`config.mk`:
```
export PLATFORM = sky130hd
export DESIGN_NAME = utf8_validate_crlf_normalize_flat
export DESIGN_NICKNAME = d
export VERILOG_FILES = /design/src/hdl/u8vc_pkg.sv /design/src/hdl/u8vc_in_if.sv /design/src/hdl/u8vc_out_if.sv /design/src/hdl/utf8_validate_crlf_normalize.sv /design/src/flat_wrapper.sv
export SDC_FILE = /design/constraint.sdc
export NUM_CORES = 1
export LEC_CHECK = 0
export BUFFER_PORTS_ARGS = -buffer_cell sky130_fd_sc_hd__buf_2
export CORE_MARGIN = 3
export CORE_UTILIZATION = 58
export DETAILED_ROUTE_END_ITERATION = 7
export GPL_TIMING_DRIVEN = 0
export MAX_ROUTING_LAYER = met4
export PLACE_DENSITY = 0.86
export SLEW_MARGIN = 40
export SYNTH_ARGS = -nofsm -noshare
export SYNTH_HDL_FRONTEND = slang
export SYNTH_SLANG_ARGS = --single-unit
```
`constraint.sdc`:
```
create_clock -name clk -period 5.7 [get_ports clk]
set_clock_uncertainty 0.15 [all_clocks]
set_input_delay 0 -clock clk [delete_from_list [all_inputs] [get_ports clk]]
set_output_delay 0 -clock clk [all_outputs]
set_load 0.1 [all_outputs]
```
`src/hdl/u8vc_pkg.sv`:
```
// Package: shared types, character codes and the per-byte UTF-8 check.
`default_nettype none
package u8vc_pkg;

  localparam logic [7:0]  ChLf       = 8'h0A;
  localparam logic [7:0]  ChTab      = 8'h09;
  localparam logic [7:0]  ChCr       = 8'h0D;
  localparam logic [7:0]  ChDel      = 8'h7F;
  localparam logic [7:0]  CtlLimit   = 8'h20;
  localparam logic [7:0]  Lead2Mask  = 8'hE0;
  localparam logic [7:0]  Lead2Code  = 8'hC0;
  localparam logic [7:0]  Lead3Mask  = 8'hF0;
  localparam logic [7:0]  Lead3Code  = 8'hE0;
  localparam logic [7:0]  Lead4Mask  = 8'hF8;
  localparam logic [7:0]  Lead4Code  = 8'hF0;
  localparam logic [20:0] Min3Byte   = 21'h000800;
  localparam logic [20:0] Min4Byte   = 21'h010000;
  localparam logic [20:0] SurrLow    = 21'h00D800;
  localparam logic [20:0] SurrHigh   = 21'h00DFFF;
  localparam logic [20:0] MaxCode    = 21'h10FFFF;

  // Decoder state carried between bytes.
  typedef struct packed {
    logic [1:0]  rem;
    logic [2:0]  seqlen;
    logic [20:0] cp;
  } dec_t;

  typedef struct packed {
    logic ok;
    dec_t dec;
  } chk_t;

  // One result item.
  typedef struct packed {
    logic [7:0] out_byte;
    logic       byte_present;
    logic       stream_end;
    logic       status;
  } res_t;

  localparam dec_t DecIdle = '{rem: 2'd0, seqlen: 3'd0, cp: 21'd0};

  // Advance the decoder by one normalized byte; ok is low on a UTF-8 error.
  function automatic chk_t check_byte(dec_t d, logic [7:0] v, logic fin);
    chk_t c;
    logic [20:0] cp;
    c.ok  = 1'b1;
    c.dec = d;
    cp    = d.cp;
    if (d.rem == 2'd0) begin
      if (v == 8'h00 || (v < CtlLimit && v != ChLf && v != ChTab) || v == ChDel) begin
        c.ok = 1'b0;
      end else if (!v[7]) begin
        c.dec.seqlen = 3'd1;
        c.dec.cp     = {13'd0, v};
      end else if ((v & Lead2Mask) == Lead2Code) begin
        c.dec.cp     = {16'd0, v[4:0]};
        c.dec.seqlen = 3'd2;
        c.dec.rem    = 2'd1;
        if (v[4:1] == 4'd0) c.ok = 1'b0;
      end else if ((v & Lead3Mask) == Lead3Code) begin
        c.dec.cp     = {17'd0, v[3:0]};
        c.dec.seqlen = 3'd3;
        c.dec.rem    = 2'd2;
      end else if ((v & Lead4Mask) == Lead4Code) begin
        c.dec.cp     = {18'd0, v[2:0]};
        c.dec.seqlen = 3'd4;
        c.dec.rem    = 2'd3;
      end else begin
        c.ok = 1'b0;
      end
    end else begin
      if (v[7:6] != 2'b10) begin
        c.ok = 1'b0;
      end else begin
        cp        = {d.cp[14:0], v[5:0]};
        c.dec.cp  = cp;
        c.dec.rem = d.rem - 2'd1;
        if (c.dec.rem == 2'd0) begin
          if ((d.seqlen == 3'd3 && cp < Min3Byte) ||
              (d.seqlen == 3'd4 && cp < Min4Byte) ||
              (cp >= SurrLow && cp <= SurrHigh) || cp > MaxCode) begin
            c.ok = 1'b0;
          end
        end
      end
    end
    // A final byte must not leave a sequence open.
    if (c.ok && fin && c.dec.rem != 2'd0) c.ok = 1'b0;
    return c;
  endfunction

  function automatic res_t norm_result(logic ok, logic [7:0] v, logic fin);
    res_t r;
    r.out_byte     = ok ? v : 8'h00;
    r.byte_present = ok;
    r.stream_end   = fin;
    r.status       = !ok;
    return r;
  endfunction

endpackage
`default_nettype wire

```
`src/hdl/u8vc_in_if.sv`:
```
// Interface: input byte channel with valid/ready handshake.
`default_nettype none
interface u8vc_in_if;
  logic       valid;
  logic       ready;
  logic [7:0] text_byte;
  logic       last_byte;

  modport source (output valid, output text_byte, output last_byte, input ready);
  modport sink   (input valid, input text_byte, input last_byte, output ready);
endinterface
`default_nettype wire

```
`src/hdl/u8vc_out_if.sv`:
```
// Interface: result channel with valid/ready handshake.
`default_nettype none
interface u8vc_out_if;
  logic       valid;
  logic       ready;
  logic [7:0] out_byte;
  logic       byte_present;
  logic       stream_end;
  logic       status;

  modport source (output valid, output out_byte, output byte_present,
                  output stream_end, output status, input ready);
  modport sink   (input valid, input out_byte, input byte_present,
                  input stream_end, input status, output ready);
endinterface
`default_nettype wire

```
`src/hdl/utf8_validate_crlf_normalize.sv`:
```
// Top level: UTF-8 validator with CR/LF normalization and a result queue.
//
//  channel     dir  payload                                      handshake
//  text_in     in   text_byte[8], last_byte                      valid/ready
//  result_out  out  out_byte[8], byte_present, stream_end,        valid/ready
//                   status
//
// Each accepted byte is decoded in the cycle it is taken and its 0..2 results
// go into a 3-entry result queue; the first result is visible in the next cycle.
// Sustained rate is one byte per cycle while result_out is ready; a held CR
// followed by a byte other than LF can yield two results, and the queue
// drains one result per cycle. text_in.ready is a register-only function of
// queue fill (at most one entry held). Reset (rst, synchronous) empties the
// queue and clears the decoder.
`default_nettype none
module utf8_validate_crlf_normalize (
  input  wire logic  clk,
  input  wire logic  rst,
  u8vc_in_if.sink    text_in,
  u8vc_out_if.source result_out
);

  // decoder state
  logic                pcr;
  logic                err;
  u8vc_pkg::dec_t      dec;
  logic                pcr_next;
  logic                err_next;
  u8vc_pkg::dec_t      dec_next;

  // result queue
  u8vc_pkg::res_t      q [3];
  logic [1:0]          wp;
  logic [1:0]          rp;
  logic [1:0]          count;

  logic                accept;
  logic                pop;
  logic [1:0]          n_res;
  u8vc_pkg::res_t      r0;
  u8vc_pkg::res_t      r1;

  logic [7:0]          b;
  logic                last;
  logic                run_a;
  logic                hold_cr;
  logic [7:0]          xb;
  u8vc_pkg::dec_t      dec_b;
  u8vc_pkg::chk_t      chk_a;
  u8vc_pkg::chk_t      chk_b;
  u8vc_pkg::res_t      res_b;
  u8vc_pkg::res_t      err_end;

  function automatic logic [1:0] inc3(logic [1:0] p);
    return (p == 2'd2) ? 2'd0 : p + 2'd1;
  endfunction

  assign b      = text_in.text_byte;
  assign last   = text_in.last_byte;
  assign accept = text_in.valid && text_in.ready;
  assign pop    = result_out.valid && result_out.ready;

  assign text_in.ready = (count <= 2'd1);

  assign err_end = '{out_byte: 8'h00, byte_present: 1'b0, stream_end: 1'b1, status: 1'b1};

  // A held CR ahead of a byte other than LF is emitted as LF first.
  assign run_a   = pcr && (b != u8vc_pkg::ChLf);
  assign chk_a   = u8vc_pkg::check_byte(dec, u8vc_pkg::ChLf, 1'b0);
  assign dec_b   = run_a ? chk_a.dec : dec;
  assign hold_cr = (b == u8vc_pkg::ChCr) && !last;
  assign xb      = (b == u8vc_pkg::ChCr) ? u8vc_pkg::ChLf : b;
  assign chk_b   = u8vc_pkg::check_byte(dec_b, xb, last);
  assign res_b   = u8vc_pkg::norm_result(chk_b.ok, xb, last);

  always_comb begin
    n_res    = 2'd0;
    r0       = res_b;
    r1       = res_b;
    pcr_next = pcr;
    err_next = err;
    dec_next = dec;
    if (err) begin
      if (last) begin
        n_res = 2'd1;
        r0    = err_end;
      end
    end else begin
      pcr_next = 1'b0;
      if (run_a && !chk_a.ok) begin
        // drop the byte; close the stream if it was the final one
        n_res    = last ? 2'd2 : 2'd1;
        r0       = u8vc_pkg::norm_result(1'b0, u8vc_pkg::ChLf, 1'b0);
        r1       = err_end;
        err_next = 1'b1;
      end else begin
        if (run_a) begin
          r0       = u8vc_pkg::norm_result(1'b1, u8vc_pkg::ChLf, 1'b0);
          dec_next = chk_a.dec;
        end
        if (hold_cr) begin
          pcr_next = 1'b1;
          n_res    = run_a ? 2'd1 : 2'd0;
        end else begin
          n_res    = run_a ? 2'd2 : 2'd1;
          if (!run_a) r0 = res_b;
          dec_next = chk_b.dec;
          if (!chk_b.ok) err_next = 1'b1;
        end
      end
    end
    // A final byte returns everything to idle.
    if (last) begin
      pcr_next = 1'b0;
      err_next = 1'b0;
      dec_next = u8vc_pkg::DecIdle;
    end
  end

  always_ff @(posedge clk) begin
    if (rst) begin
      pcr <= 1'b0;
      err <= 1'b0;
      dec <= u8vc_pkg::DecIdle;
    end else if (accept) begin
      pcr <= pcr_next;
      err <= err_next;
      dec <= dec_next;
    end
  end

  always_ff @(posedge clk) begin
    if (rst) begin
      wp    <= 2'd0;
      rp    <= 2'd0;
      count <= 2'd0;
    end else begin
      if (accept) begin
        if (n_res == 2'd1) begin
          wp <= inc3(wp);
        end else if (n_res == 2'd2) begin
          wp <= inc3(inc3(wp));
        end
      end
      if (pop) rp <= inc3(rp);
      count <= count + (accept ? n_res : 2'd0) - {1'b0, pop};
    end
  end

  always_ff @(posedge clk) begin
    if (accept && n_res != 2'd0) q[wp] <= r0;
    if (accept && n_res == 2'd2) q[inc3(wp)] <= r1;
  end

  assign result_out.valid        = (count != 2'd0);
  assign result_out.out_byte     = q[rp].out_byte;
  assign result_out.byte_present = q[rp].byte_present;
  assign result_out.stream_end   = q[rp].stream_end;
  assign result_out.status       = q[rp].status;

  // A final byte leaves the decoder idle.
  a_last_clears: assert property (@(posedge clk) disable iff (rst)
    accept && last |=> !pcr && !err && dec.rem == 2'd0)
    else $error("decoder not idle after final byte");

  // A good result always carries a byte.
  a_good_has_byte: assert property (@(posedge clk) disable iff (rst)
    result_out.valid && !result_out.status |-> result_out.byte_present)
    else $error("valid-status result without a byte");

  // After an error no CR is held.
  a_err_no_cr: assert property (@(posedge clk) disable iff (rst)
    err |-> !pcr)
    else $error("CR held while stream is in error");

endmodule
`default_nettype wire

```
`src/flat_wrapper.sv`:
```
// flat-port wrapper written by rule: the top's interface ports become plain ports
module utf8_validate_crlf_normalize_flat 
  (clk, rst, text_in_valid, text_in_text_byte, text_in_last_byte, text_in_ready, result_out_valid, result_out_out_byte, result_out_byte_present, result_out_stream_end, result_out_status, result_out_ready);
  u8vc_in_if text_in_i ();
  u8vc_out_if result_out_i ();
  input  wire logic clk;
  input  wire logic rst;
  input wire logic [$bits(text_in_i.valid)-1:0] text_in_valid;
  input wire logic [$bits(text_in_i.text_byte)-1:0] text_in_text_byte;
  input wire logic [$bits(text_in_i.last_byte)-1:0] text_in_last_byte;
  output wire logic [$bits(text_in_i.ready)-1:0] text_in_ready;
  output wire logic [$bits(result_out_i.valid)-1:0] result_out_valid;
  output wire logic [$bits(result_out_i.out_byte)-1:0] result_out_out_byte;
  output wire logic [$bits(result_out_i.byte_present)-1:0] result_out_byte_present;
  output wire logic [$bits(result_out_i.stream_end)-1:0] result_out_stream_end;
  output wire logic [$bits(result_out_i.status)-1:0] result_out_status;
  input wire logic [$bits(result_out_i.ready)-1:0] result_out_ready;
  assign text_in_i.valid = text_in_valid;
  assign text_in_i.text_byte = text_in_text_byte;
  assign text_in_i.last_byte = text_in_last_byte;
  assign text_in_ready = text_in_i.ready;
  assign result_out_valid = result_out_i.valid;
  assign result_out_out_byte = result_out_i.out_byte;
  assign result_out_byte_present = result_out_i.byte_present;
  assign result_out_stream_end = result_out_i.stream_end;
  assign result_out_status = result_out_i.status;
  assign result_out_i.ready = result_out_ready;
  utf8_validate_crlf_normalize u_core (.clk(clk), .rst(rst), .text_in(text_in_i), .result_out(result_out_i));
endmodule
```
== Word level (Yosys, flattened, before mapping) ==
Memories as Yosys holds them, arrays and structs flattened. A register that Yosys moved wholly into a read port is not among the register bits.
Cells that the tools add are included.
Storage, ports and cells
  register bits after elaboration: 34
  RAM bits: 33
  output and inout port bits: 13
  logic and storage cells: 139
  memories kept: 1
Cells by class
  mux-type cells: 65
  add/subtract/negate cells: 6
  eq/ne operators: 18
  reduce and logical (&&, ||, !) cells: 34
  $lt $le $gt $ge: 7
Memories
  u_core.q: depth 3, bits a word 11, rd ports 1, clocked after memory_dff 1, write ports 2, line utf8_validate_crlf_normalize.sv:32  | u8vc_pkg::res_t q [3];
Operator list (count)
  26-bit two-way mux: 7
  11-bit two-way mux: 8
  21-bit two-way mux: 3
  24-bit two-way mux: 2
  2-bit two-way mux: 14
  27-bit two-way mux: 1
  1-bit two-way mux: 24
  8-bit by 4-bit inequality test with 1-bit output (second input constant): 3
  21-bit by 16-bit >= comparator with 1-bit output (second input constant): 1
  21-bit greater-than comparator (second input constant): 1
  21-bit by 16-bit less-or-equal comparator with 1-bit output (second input constant): 1
  21-bit by 12-bit less-than comparator with 1-bit output (second input constant): 1
  21-bit by 17-bit less-than comparator with 1-bit output (second input constant): 1
  8-bit two-way mux: 2
  1-bit logical AND: 14
  3-bit two-way mux: 4
  2-bit == test (second input constant): 4
  8-bit by 4-bit == test with 1-bit output (second input constant): 1
  8-bit by 7-bit == test with 1-bit output (second input constant): 1
  8-bit zero test: 1
  8-bit by 6-bit less-than comparator with 1-bit output (second input constant): 1
  2-bit nonzero test: 4
  2-bit by 1-bit adder with 2-bit output (second input constant): 3
  3-bit == test (second input constant): 2
  other kinds (15): 26

== Longest topological paths before layout ==
  word-level depth: 21
  gate-level depth with buffers: 14

== Worst setup path after synthesis ==
Ideal clock, no wire load.
  kind: input-to-reg
  start: in text_in_text_byte[2]
  end: mem u_core.q[1][0] (netlist bit) (enable)
  arrival: 2.978 ns
  setup slack: 2.179 ns
  buffers on the path: 1
  stages: 10
  path through: buf_2 > or3b_1 > o31ai_2 > inv_2 > ha_1 > o21a_1 > o21ai_0 > ha_1 > mux2i_1 > nor3_1
RTL lines
  from (decl): line flat_wrapper.sv:9  | input wire logic [$bits(text_in_i.text_byte)-1:0] text_in_text_byte;
  to (decl): line utf8_validate_crlf_normalize.sv:32

==> results_tabular.tex <==
\begin{tabular}{lr}
\hline
Metric & Value \\
\hline
\multicolumn{2}{l}{\textbf{Timing}} \\
\quad Final Hold Viols & 0 \\
\quad Unrepaired setup endpoints after global routing & false \\
\quad Final period demand of the worst path & 4.141 ns \\
\quad Worst Max-Slew Pin Slew & 0.8121 ns \\
\quad Max-slew headroom & between 40\% and 50\% \\
\quad Total negative slack & 0 ns \\
\quad Fmax achieved & about 240 MHz \\
\quad Final setup violation count & 0 \\
\quad Pins over their slew limit & 0 \\
\quad Final worst-path cycle share & between 70 and 80\% \\
\quad Worst Hold Slack & 0.02454 ns \\
\multicolumn{2}{l}{\textbf{Setup path}} \\
\quad Critical Path Source & text\_in\_text\_byte[1] \\
\quad Worst path buffer plus inverter count & 4 \\
\quad Critical path, cell by cell & dlygate4sd3\_1 > buf\_2 > or3b\_1 > o31ai\_2 > inv\_2 > ha\_1 > o21a\_1 > o21ai\_0 > ha\_1 > and3\_1 > clkbuf\_1 > a21oi\_1 > nor2\_1 > and3\_1 \\
\quad Type of destination of the critical path & flop \\
\quad Beginning of the worst register-to-register path & u\_core.dec[24] \\
\quad Required time of the critical path & 5.76 ns \\
\quad CP delay by family, top & compound AO/OA/AOI/OAI gates \\
\quad Arrival time of data at the critical path endpoint & about 4.2 ns \\
\quad Maximum fanout encountered on the critical timing path & 9 \\
\quad Critical path class & input pin to flop \\
\quad Critical path's slowest cell & dlygate4sd3\_1 \\
\quad Launching element type of the critical path & input pin \\
\quad Delay of the slowest critical-path stage & 0.53 ns \\
\quad Setup slack, reg-to-reg & roughly 2 ns \\
\multicolumn{2}{l}{\textbf{Outcome}} \\
\quad Run status & completed \\
\multicolumn{2}{l}{\textbf{Place}} \\
\quad RePlAce Congestion & 0.9362 \\
\quad Placed cell areas & 0.004066 mm2 \\
\quad DP Wirelength & roughly 7000 um \\
\quad I/O Buffers & 22 \\
\multicolumn{2}{l}{\textbf{Synthesis}} \\
\quad Synth Flop Type & edfxtp\_1 \\
\quad Count of flip-flops with a built-in enable after synthesis & 33 \\
\quad Part of the Yosys area used for sequential elements & 41.39\% \\
\quad Count of yosys warnings during synthesis & 0 \\
\quad Syn Inst Count & 440 \\
\quad Number of unique standard cell types used by synthesis & 61 \\
\quad Total standard cell area after synthesis & 0.003845 mm2 \\
\quad Syn\_nets & 461 \\
\quad Post-Syn Area per Cell & around 8.7 um2 \\
\quad Async S/R FF share, synth & 0\% \\
\quad Count of state elements after synthesis & 63 \\
\multicolumn{2}{l}{\textbf{Final layout}} \\
\quad Antenna diodes & 0 \\
\quad Layout-stage area growth over the synthesis result & 12.95\% \\
\quad Reg area & between 0.0015 and 0.002 mm2 \\
\quad Proportion of layout cells with a drive suffix above 1 & 11.52\% \\
\quad Final Instance Area & around 0.0043 mm2 \\
\quad Total of fill cells in the finished design & 525 \\
\quad Area taken by multi-input logic gates & 0.002085 mm2 \\
\quad \# nets final & 503 \\
\multicolumn{2}{l}{\textbf{Clock tree}} \\
\quad CTS tree & done \\
\quad Clock transition time at the flip-flop clock pins of the worst setup and hold paths & roughly 0.07 ns \\
\quad Largest buffer count on any clock path & 2 \\
\quad Hold buffer count at CTS & 8 \\
\quad Cells resized by post-CTS repair & 0 \\
\quad Clock tree root driver cell & clkbuf\_8 \\
\quad Post-CTS Setup Inserts & 0 \\
\quad Clock buffer count from CTS & 9 \\
\quad Clock insertion delay at the later pin of the skew report & 0.34 ns \\
\quad Clock sink total & 63 \\
\quad H-tree depth & 3 \\
\multicolumn{2}{l}{\textbf{Routing}} \\
\quad Wirelength per Cell & 17.65 um \\
\quad Final WL & 9935 um \\
\quad Per-cell via count in the routed design & around 6.6 \\
\quad DR vias & 3692 \\
\quad Antenna violation net count after detailed routing & 0 \\
\quad Detailed Route Iter0 Violations & around 420 \\
\quad Iteration count of the initial detailed-routing pass & 7 \\
\quad DRC Markers & 0 \\
\multicolumn{2}{l}{\textbf{Floorplan}} \\
\quad Area of the placeable core & between 0.006 and 0.007 mm2 \\
\quad I/O pins & 26 \\
\quad Placement row count & 29 \\
\quad Initial core utilization & 60.21\% \\
\quad Die area & 0.007642 mm2 \\
\quad Width of the die & a little under 90 um \\
\quad Die span in y & 87.42 um \\
\multicolumn{2}{l}{\textbf{Power}} \\
\quad Total Power & approximately 1.6 mW \\
\quad Leakage component of the power & 1.564 nW \\
\quad Power density relative to cell area & 372.8 mW/mm2 \\
\quad VDD IR max & 0.4254 mV \\
\multicolumn{2}{l}{\textbf{Min path}} \\
\quad Hold path start & text\_in\_last\_byte \\
\quad Worst hold path type & input pin to flop \\
\multicolumn{2}{l}{\textbf{Global route}} \\
\quad Antenna violations before repair & 0 \\
\quad Total congestion overflow after global routing & 0 \\
\quad Number of global-route vias before repair & approximately 3400 \\
\quad Global-route wire length before repair & 16620 um \\
\quad Largest net degree at the start of global routing & 12 \\
\quad GRT Util Overall & between 20 and 30\% \\
\multicolumn{2}{l}{\textbf{Job}} \\
\quad Reported max-cap violation count & 0 \\
\hline
\end{tabular}
## final cells by class
| class | count | area share, % |
|---|---|---|
| Buffer | 28 | 2.823 |
| Clock buffer | 11 | 3.486 |
| Clock inverter | 4 | 1.037 |
| Inverter | 15 | 1.296 |
| Multi-Input combinational cell | 334 | 48.00 |
| Sequential cell | 63 | 36.65 |
| Tap cell | 77 | 2.218 |
| Timing Repair Buffer | 31 | 4.494 |
## layout by cell type, fill, tap and decap left out, types with 9 or more instances in the layout
cell      synthesis  final
buf_2             2     25
mux2i_1          15     15
o21ai_1          13     13
and2_1           15     15
nand2_1          45     45
edfxtp_1         33     33
inv_1            13     13
clkbuf_1         21     21
dfxtp_1          30     30
nand3_1          11     11
o21ai_0          34     34
clkbuf_8          0     11
o221ai_1          9      9
and3_1           10     10
nor2_1           39     37
a21oi_1          30     30
## path summary, 6_finish.rpt
check,end,depth (start not counted)
max,u_core.q[1][5],14
min,u_core.dec[3],5
max reg2reg,u_core.q[1][5],14
min reg2reg,u_core.dec[10],1
## tightest hold or removal path, cell delays in order
cell and delay, ns:
buf_2 0.10, or4_4 0.17, a31oi_1 0.07, nand2_1 0.06, a21oi_1 0.06
## registers in the layout, indices dropped and copies added, names as in the netlist, named ones only
| register | flops |
|---|---|
| u_core.pcr | 1 |
| u_core.wp | 2 |
| u_core.rp | 2 |
| u_core.count | 2 |
| u_core.q | 33 |
| u_core.dec | 20 |
| u_core.err | 1 |
## per-layer routing
metal | part of all wire (%) | GRT usage (%)
met1 | 42 | 36.29
met2 | 47 | 44.66
met4 | 3.0 | 12.13
met5 | 0 | -
met3 | 8.2 | 4.730
## synth_stat cells, types with 7 or more instances
master     instances  area (um2)
dfxtp_1           30       600.6
o221ai_1           9       78.83
nand3_1           11       55.05
o21ai_1           13       65.06
ha_1               8       100.1
and2_1            15       93.84
mux2i_1           15       150.1
and3_1            10       62.56
o2bb2ai_1          7       61.31
o21ai_0           34       170.2
nand2_1           45       168.9
nor3_1             9       45.04
inv_1             13       48.80
nor2_1            39       146.4
a21oi_1           30       150.1
clkbuf_1          21       78.83
edfxtp_1          33       991.0
nor2b_1            7       43.79
## where the power goes
part	leakage [nW]	switching [mW]	internal, mW
logic	0.916	0.503	0.159
registers	0.552	0.0235	0.542
clock network	0.0965	0.172	0.220
total	1.56	0.698	0.921
## kinds of logic after synthesis
family | synth area share, %
AND/OR/NAND/NOR | 21.51
AO/OA/AOI/OAI | 24.15
flip-flops | 41.39
buffers and inverters | 4.653
multiplexers | 4.783
adder cells (fa/ha/maj) | 2.603
XOR/XNOR | 0.9113
## metrics by stage
stage	utilization (%)	cells	worst slack, ns
5_1_grt	68.01	563	1.212
4_1_cts	68.01	563	1.593
3_5_place_dp	63.68	540	1.738
6_report	68.01	563	1.559
3_3_place_gp	63.44	539	1.276
2_1_floorplan	-	440	2.179
No activity file was read; power rests on OpenSTA's default activity.
